### config.mk
export PLATFORM = sky130hd
export DESIGN_NAME = key_value_table_flat
export DESIGN_NICKNAME = d
export VERILOG_FILES = /design/src/rtl/kvt_pkg.sv /design/src/rtl/kvt_if.sv /design/src/rtl/kvt_cell.sv /design/src/rtl/key_value_table.sv /design/src/flat_wrapper.sv
export SDC_FILE = /design/constraint.sdc
export NUM_CORES = 2
export LEC_CHECK = 0
export BUFFER_PORTS_ARGS = -buffer_cell sky130_fd_sc_hd__buf_2
export CORE_MARGIN = 8
export CORE_UTILIZATION = 34
export CTS_CLUSTER_DIAMETER = 200
export CTS_CLUSTER_SIZE = 20
export DETAILED_ROUTE_END_ITERATION = 10
export REMOVE_ABC_BUFFERS = 1
export SYNTH_ARGS = -nofsm -noshare
export SYNTH_HDL_FRONTEND = slang
export SYNTH_SLANG_ARGS = --single-unit
### constraint.sdc
create_clock -name clk -period 21 [get_ports clk]
set_input_delay 3.15 -clock clk [delete_from_list [all_inputs] [get_ports clk]]
set_output_delay 3.15 -clock clk [all_outputs]
set_load 0.05 [all_outputs]
### src/rtl/kvt_pkg.sv
// Shared types and codes for the key-value table.
package kvt_pkg;

  typedef enum logic [1:0] {
    CMD_INSERT = 2'd0,
    CMD_LOOKUP = 2'd1,
    CMD_REMOVE = 2'd2
  } kvt_cmd_t;

  typedef enum logic [1:0] {
    ST_DONE = 2'd0,
    ST_DUP  = 2'd1,
    ST_MISS = 2'd2,
    ST_FULL = 2'd3
  } kvt_status_t;

  localparam int CMD_W    = 2;
  localparam int KEY_W    = 32;
  localparam int VALUE_W  = 32;
  localparam int STATUS_W = 2;
  localparam int HELD_W   = 5;

  // Broadcast strobes from the controller to every cell.
  typedef struct packed {
    logic append;  // write the query pair into the cell at index == count
    logic shift;   // cells at or above the hit take their upper neighbor's pair
  } kvt_cell_ctl_t;

endpackage

### src/rtl/kvt_if.sv
// Valid/ready channel interfaces for request and response words.
interface kvt_in_if;
  logic                         valid;
  logic                         ready;
  logic [kvt_pkg::CMD_W-1:0]    cmd;
  logic [kvt_pkg::KEY_W-1:0]    key;
  logic [kvt_pkg::VALUE_W-1:0]  value;

  modport source (output valid, output cmd, output key, output value, input ready);
  modport sink   (input valid, input cmd, input key, input value, output ready);
endinterface

interface kvt_out_if;
  logic                          valid;
  logic                          ready;
  logic [kvt_pkg::STATUS_W-1:0]  status;
  logic [kvt_pkg::VALUE_W-1:0]   found_value;
  logic [kvt_pkg::HELD_W-1:0]    entries_held;

  modport source (output valid, output status, output found_value, output entries_held,
                  input ready);
  modport sink   (input valid, input status, input found_value, input entries_held,
                  output ready);
endinterface

### src/rtl/kvt_cell.sv
// One table slot: stores a pair, compares against the query, passes hit info up the chain.
module kvt_cell #(
  parameter int INDEX       = 0,
  parameter int CW          = 5,
  parameter int KEY_WIDTH   = 32,
  parameter int VALUE_WIDTH = 32
) (
  input  logic                   clk,
  input  logic                   rst,
  input  kvt_pkg::kvt_cell_ctl_t ctl,
  input  logic [CW-1:0]          count,
  input  logic [KEY_WIDTH-1:0]   q_key,
  input  logic [VALUE_WIDTH-1:0] q_value,
  input  logic [KEY_WIDTH-1:0]   up_key,
  input  logic [VALUE_WIDTH-1:0] up_value,
  input  logic                   seen_in,
  input  logic [VALUE_WIDTH-1:0] hitval_in,
  output logic [KEY_WIDTH-1:0]   cell_key,
  output logic [VALUE_WIDTH-1:0] cell_value,
  output logic                   seen_out,
  output logic [VALUE_WIDTH-1:0] hitval_out
);

  logic occupied;
  logic hit;

  assign occupied   = CW'(INDEX) < count;
  assign seen_out   = seen_in | hit;
  assign hitval_out = hitval_in | (hit ? cell_value : '0);

  // Key compare is registered; the update acts on the registered hit.
  always_ff @(posedge clk) begin
    if (rst) begin
      hit <= 1'b0;
    end else begin
      hit <= occupied && (cell_key == q_key);
    end
  end

  always_ff @(posedge clk) begin
    if (ctl.append && (CW'(INDEX) == count)) begin
      cell_key   <= q_key;
      cell_value <= q_value;
    end else if (ctl.shift && seen_out) begin
      cell_key   <= up_key;
      cell_value <= up_value;
    end
  end

endmodule

### src/rtl/key_value_table.sv
// Top level of the key-value table: controller, query registers and the cell chain.
//
//   channel | dir | fields                              | words
//   --------+-----+-------------------------------------+--------------------
//   req     | in  | cmd, key, value                     | one per operation
//   rsp     | out | status, found_value, entries_held   | one per request word
//
// Steps: a request is taken into the query registers, the cells register their key
// compare in the compare state, and the update plus response register load happen in
// the update state. The update state also takes the next request, so a new word is
// accepted while the previous one finishes.
// Reset: clears the entry count, the controller and response valid; the slot storage
// is not cleared, since only slots below the count are ever compared.
// Stalls: a held response word blocks the update cycle (and so the request side)
// until the sink takes it.
module key_value_table #(
  parameter int DEPTH       = 16,
  parameter int KEY_WIDTH   = 32,
  parameter int VALUE_WIDTH = 32
) (
  input  logic      clk,
  input  logic      rst,
  kvt_in_if.sink    req,
  kvt_out_if.source rsp
);

  localparam int CW = $clog2(DEPTH + 1);

  typedef enum logic [1:0] {S_IDLE, S_CMP, S_UPD} state_t;

  state_t                 state;
  logic [CW-1:0]          count;
  logic [CW-1:0]          count_next;
  logic [1:0]             q_cmd;
  logic [KEY_WIDTH-1:0]   q_key;
  logic [VALUE_WIDTH-1:0] q_value;

  logic                   accept;
  logic                   can_finish;
  logic                   finish;
  logic                   any_hit;
  logic [VALUE_WIDTH-1:0] hit_value;
  kvt_pkg::kvt_status_t   status_next;
  logic [VALUE_WIDTH-1:0] found_next;
  logic                   do_append;
  logic                   do_shift;
  kvt_pkg::kvt_cell_ctl_t ctl;

  // Chain links: index i feeds cell i, index i+1 comes out of it.
  logic                   seen   [DEPTH+1];
  logic [VALUE_WIDTH-1:0] hitval [DEPTH+1];
  logic [KEY_WIDTH-1:0]   slot_key   [DEPTH];
  logic [VALUE_WIDTH-1:0] slot_value [DEPTH];

  assign can_finish = !rsp.valid || rsp.ready;
  assign finish     = (state == S_UPD) && can_finish;
  assign req.ready  = (state == S_IDLE) || finish;
  assign accept     = req.valid && req.ready;

  assign seen[0]   = 1'b0;
  assign hitval[0] = '0;
  assign any_hit   = seen[DEPTH];
  assign hit_value = hitval[DEPTH];

  genvar i;
  generate
    for (i = 0; i < DEPTH; i++) begin : g_cell
      logic [KEY_WIDTH-1:0]   up_key;
      logic [VALUE_WIDTH-1:0] up_value;
      if (i == DEPTH - 1) begin : g_top
        // Top slot has no upper neighbor; what it takes on a shift is dropped anyway.
        assign up_key   = slot_key[i];
        assign up_value = slot_value[i];
      end else begin : g_mid
        assign up_key   = slot_key[i+1];
        assign up_value = slot_value[i+1];
      end
      kvt_cell #(
        .INDEX       (i),
        .CW          (CW),
        .KEY_WIDTH   (KEY_WIDTH),
        .VALUE_WIDTH (VALUE_WIDTH)
      ) u_cell (
        .clk        (clk),
        .rst        (rst),
        .ctl        (ctl),
        .count      (count),
        .q_key      (q_key),
        .q_value    (q_value),
        .up_key     (up_key),
        .up_value   (up_value),
        .seen_in    (seen[i]),
        .hitval_in  (hitval[i]),
        .cell_key   (slot_key[i]),
        .cell_value (slot_value[i]),
        .seen_out   (seen[i+1]),
        .hitval_out (hitval[i+1])
      );
    end
  endgenerate

  // Operation decode, evaluated in the update cycle off the registered hits.
  always_comb begin
    status_next = kvt_pkg::ST_DONE;
    found_next  = '0;
    count_next  = count;
    do_append   = 1'b0;
    do_shift    = 1'b0;
    case (q_cmd)
      kvt_pkg::CMD_INSERT: begin
        if (any_hit) begin
          status_next = kvt_pkg::ST_DUP;   // duplicate wins over full
        end else if (count == CW'(DEPTH)) begin
          status_next = kvt_pkg::ST_FULL;
        end else begin
          do_append  = 1'b1;
          count_next = count + CW'(1);
        end
      end
      kvt_pkg::CMD_LOOKUP: begin
        if (any_hit) begin
          found_next = hit_value;
        end else begin
          status_next = kvt_pkg::ST_MISS;
        end
      end
      kvt_pkg::CMD_REMOVE: begin
        // Slots above the hole slide down one; slot order is not visible outside.
        if (any_hit) begin
          do_shift   = 1'b1;
          count_next = count - CW'(1);
        end else begin
          status_next = kvt_pkg::ST_MISS;
        end
      end
      default: begin
      end
    endcase
  end

  assign ctl.append = finish && do_append;
  assign ctl.shift  = finish && do_shift;

  always_ff @(posedge clk) begin
    if (rst) begin
      state     <= S_IDLE;
      count     <= '0;
      rsp.valid <= 1'b0;
    end else begin
      // a word taken in the same cycle as the next one loads stays valid
      if (rsp.valid && rsp.ready && !finish) begin
        rsp.valid <= 1'b0;
      end
      case (state)
        S_IDLE: begin
          if (accept) begin
            state <= S_CMP;
          end
        end
        S_CMP: begin
          state <= S_UPD;
        end
        S_UPD: begin
          if (finish) begin
            count     <= count_next;
            rsp.valid <= 1'b1;
            state     <= accept ? S_CMP : S_IDLE;
          end
        end
        default: begin
          state <= S_IDLE;
        end
      endcase
    end
  end

  // Query and response payload registers.
  always_ff @(posedge clk) begin
    if (accept) begin
      q_cmd   <= req.cmd;
      q_key   <= KEY_WIDTH'(req.key);
      q_value <= VALUE_WIDTH'(req.value);
    end
    if (finish) begin
      rsp.status       <= status_next;
      rsp.found_value  <= kvt_pkg::VALUE_W'(found_next);
      rsp.entries_held <= kvt_pkg::HELD_W'(count_next);
    end
  end

  a_count_bound: assert property (@(posedge clk) disable iff (rst)
    count <= CW'(DEPTH))
    else $error("entry count above capacity");

  a_rsp_from_upd: assert property (@(posedge clk) disable iff (rst)
    $rose(rsp.valid) |-> $past(state == S_UPD))
    else $error("response raised outside update cycle");

  a_append_count: assert property (@(posedge clk) disable iff (rst)
    ctl.append |=> count == $past(count) + CW'(1))
    else $error("append did not grow count");

  a_shift_count: assert property (@(posedge clk) disable iff (rst)
    ctl.shift |=> count == $past(count) - CW'(1))
    else $error("remove did not shrink count");

  a_found_zero: assert property (@(posedge clk) disable iff (rst)
    rsp.valid && (rsp.status != kvt_pkg::ST_DONE) |-> rsp.found_value == '0)
    else $error("found value set on a failed operation");

endmodule

### src/flat_wrapper.sv
// flat-port wrapper written by rule: the top's interface ports become plain ports
module key_value_table_flat 
#(
  parameter int DEPTH       = 16,
  parameter int KEY_WIDTH   = 32,
  parameter int VALUE_WIDTH = 32
)
  (clk, rst, req_valid, req_cmd, req_key, req_value, req_ready, rsp_valid, rsp_status, rsp_found_value, rsp_entries_held, rsp_ready);
  kvt_in_if req_i ();
  kvt_out_if rsp_i ();
  input  logic clk;
  input  logic rst;
  input wire logic [$bits(req_i.valid)-1:0] req_valid;
  input wire logic [$bits(req_i.cmd)-1:0] req_cmd;
  input wire logic [$bits(req_i.key)-1:0] req_key;
  input wire logic [$bits(req_i.value)-1:0] req_value;
  output wire logic [$bits(req_i.ready)-1:0] req_ready;
  output wire logic [$bits(rsp_i.valid)-1:0] rsp_valid;
  output wire logic [$bits(rsp_i.status)-1:0] rsp_status;
  output wire logic [$bits(rsp_i.found_value)-1:0] rsp_found_value;
  output wire logic [$bits(rsp_i.entries_held)-1:0] rsp_entries_held;
  input wire logic [$bits(rsp_i.ready)-1:0] rsp_ready;
  assign req_i.valid = req_valid;
  assign req_i.cmd = req_cmd;
  assign req_i.key = req_key;
  assign req_i.value = req_value;
  assign req_ready = req_i.ready;
  assign rsp_valid = rsp_i.valid;
  assign rsp_status = rsp_i.status;
  assign rsp_found_value = rsp_i.found_value;
  assign rsp_entries_held = rsp_i.entries_held;
  assign rsp_i.ready = rsp_ready;
  key_value_table #(.DEPTH(DEPTH), .KEY_WIDTH(KEY_WIDTH), .VALUE_WIDTH(VALUE_WIDTH)) u_core (.clk(clk), .rst(rst), .req(req_i), .rsp(rsp_i));
endmodule
==> flow_summary.json <==
{
  "cts_tree": "built",
  "drt-vias-per-instance": 5.640,
  "critPathMaxFanout": 3,
  "drtPass1Iterations": 5,
  "row_count": 149,
  "vdd_drop_max_v": 0.00005004,
  "hold_buffers": 0,
  "io_pins": 111,
  "drv_cap": 0,
  "min_path_cells": 1,
  "drv_slew": 0,
  "antenna_found_initial": 0,
  "cp.required_ps": 17850,
  "skew_ps": 43.82,
  "start_util_pct": 34.12,
  "setup.worst_path.start_class": "input port",
  "worstSetupPathType": "in -> out",
  "reg2reg_depth": 8,
  "cp_common_cell": "buf_2",
  "routabilityCongestion": 0.8453,
  "yosysWarnings": 0,
  "ys_ff_latch": 1153,
  "grt_use_total_pct": 18.86,
  "grt.overflow.total": 0,
  "nFillCells": 15414,
  "cts.root.buffer_cell": "clkbuf_16",
  "synth_top_area_share_pct": 60.50,
  "arrival_ps": 3870,
  "relSlewSlack_pct": 16.02,
  "ctsLongestPathBuffers": 3,
  "grt_pass1_wl_mm": 249.6,
  "ys_seq_area_share_pct": 61.36,
  "grt_max_degree": 68,
  "core_um2": 164200,
  "synthFlopType": "edfxtp_1",
  "worst_setup_path_end_kind": "output port",
  "layout-drive-gt1-share_pct": 32.74,
  "ant_nets": 0,
  "drt_iter0_drc": 3773,
  "cp.buffers_inverters": 2,
  "routed_wl_mm": 175.8,
  "cts_resized": 0,
  "clk_pin_slew_ps": 80,
  "synth_commonest_cells": "edfxtp_1, mux2_2, xnor2_1",
  "finalNetCount": 3799,
  "netlist_area_um2": 56030,
  "syn_to_final_growth_pct": 8.389,
  "grt_pass1_vias": 33831,
  "synth.area.top_cells": "edfxtp_1, mux2_2, xnor2_1",
  "async_flop_share_pct": 0,
  "period_share_pct": 33.43,
  "die_h_um": 422.0,
  "syn_area_per_cell_um2": 14.75,
  "cts_made_buffers": 67,
  "cellPowerDensity_nw_per_um2": 67.04,
  "min_path_type": "reg -> reg",
  "synth_cell_type_count": 59,
  "yosysTopAreaCell": "edfxtp_1",
  "final_util_pct": 36.98,
  "fin_crit_ps": 7021,
  "clock_latency_ps": 710,
  "num_vias": 33523,
  "ctsHtreeMaxLevel": 3,
  "die_area_um2": 178100,
  "remaining_drc_errors": 0,
  "synth_edf_count": 1129,
  "critical_path.cell_chain": "buf_2, nor2b_1, a21oi_1, buf_2",
  "die_width_um": 422.0,
  "whs_ps": 485.3,
  "rsz0062_at_grt": "false",
  "worst_path_largest_cell_delay_ps": 320,
  "hpwl_mm": 101.8,
  "status": "completed",
  "max_slew.worst_pin.slew_ps": 1249,
  "setup_tns_ps": 0,
  "crit_start": "rsp_ready",
  "clkSinkCount": 1153,
  "fmax_mhz": 142.4,
  "setup_viol": 0,
  "critical-path-top-delay-family": "buffers and inverters",
  "crit_path_top_delay_cell": "buf_2",
  "final_hold_viol_count": 0,
  "syn_inst": 3798,
  "cp.depth": 4,
  "cts_setup_buffers": 0,
  "reg2reg_to": "u_core.g_cell[11].u_cell.cell_value[30]$_DFFE_PP_",
  "wl_per_cell_um": 29.58,
  "cp-endpoint": "req_ready",
  "r2r_start": "u_core.g_cell[0].u_cell.hit$_SDFF_PP0_",
  "port_buffers": 110,
  "r2r_setup_slack_ps": 15320,
  "p_leak_nw": 19.20,
  "yosysMostFrequentCell": "edfxtp_1"
}
layout by cell type, fill, tap and decap left out, types with 28 or more instances in the layout:
master	instances
a221oi_1	96
clkbuf_1	28
nor4_1	67
a31oi_1	35
xor2_1	188
a22o_1	96
a22oi_1	64
mux2_2	864
nand4_1	87
and3_1	35
clkbuf_16	68
edfxtp_1	1129
buf_4	97
buf_2	110
nand2_1	211
xnor2_1	321
registers in the layout, summed over array words and instances, names as in the netlist:
signal and cells:
u_core.q_cmd 2, u_core.q_value 32, u_core.count 5, u_core.rsp.entries_held 5, u_core.rsp.valid 1, u_core.rsp.status 2, u_core.rsp.found_value 32, u_core.q_key 32
u_core.g_cell.u_cell.hit 16, u_core.state 2, u_core.g_cell.u_cell.cell_value 512, u_core.g_cell.u_cell.cell_key 512
stage by stage:
step	instances	instance area, µm²	setup WS [ps]	power (mW)
floorplan	3444	54560	9531	2.657
finish	5944	60730	13980	4.072
global route	5943	60730	13950	4.173
global placement	5840	58860	13790	2.729
detailed placement	5840	58860	13760	2.730
CTS	5943	60730	14000	4.097
logic make-up after synthesis:
logic type | after synthesis | share of synthesized area, %
DFF | 1153 | 61.36
buffers and inverters | 365 | 2.709
xor gates and xnor gates | 509 | 7.956
adders and majority gates | 9 | 0.2010
and+or+nand+nor | 510 | 4.631
muxes | 892 | 18.10
AOI/OAI and AO/OA | 360 | 5.046
area by class of cell:
type                       count  area [µm²]  share of cell area (%)
clock inverter                 7       68.82                  0.1133
inverter                      11       41.29                 0.06798
multi-input combinational   2280       20390                   33.58
antenna                        1       2.502                0.004120
tap                         2189        2739                   4.510
timing repair buffer         207        1279                   2.105
sequential                  1153       34400                   56.64
clock buffer                  96        1807                   2.975
per-layer routing:
metal | part of all wire, % | wire, µm | track usage, % | vias up
li1 | - | - | - | 14320
met1 | 41 | 72460 | 24.86 | 17508
met2 | 49 | 85780 | 31.99 | 1430
met3 | 6.7 | 11810 | 2.533 | 265
met4 | 3.3 | 5755 | 6.381 | 0
met5 | 0 | 0 | 0 | -
report_power, final:
group | total [mW] | switching (mW) | internal, mW
registers | 2.52 | 0.0214 | 2.50
logic | 0.155 | 0.108 | 0.0473
clock network | 1.39 | 0.787 | 0.607
worst min-delay path by stage:
| stage | startpoint | endpoint | slack [ps] |
|---|---|---|---|
| after floorplan | u_core.state[1]$_SDFFE_PP0P_ | u_core.state[1]$_SDFFE_PP0P_ | 430 |
| after global placement | u_core.state[1]$_SDFFE_PP0P_ | u_core.state[1]$_SDFFE_PP0P_ | 460 |
| after detailed placement | u_core.state[1]$_SDFFE_PP0P_ | u_core.state[1]$_SDFFE_PP0P_ | 470 |
| after CTS | u_core.state[0]$_SDFFE_PP0P_ | u_core.state[1]$_SDFFE_PP0P_ | 480 |
| after global routing | u_core.state[0]$_SDFFE_PP0P_ | u_core.state[1]$_SDFFE_PP0P_ | 490 |
| final | u_core.state[0]$_SDFFE_PP0P_ | u_core.state[1]$_SDFFE_PP0P_ | 490 |
No activity file was read; power rests on OpenSTA's default activity.
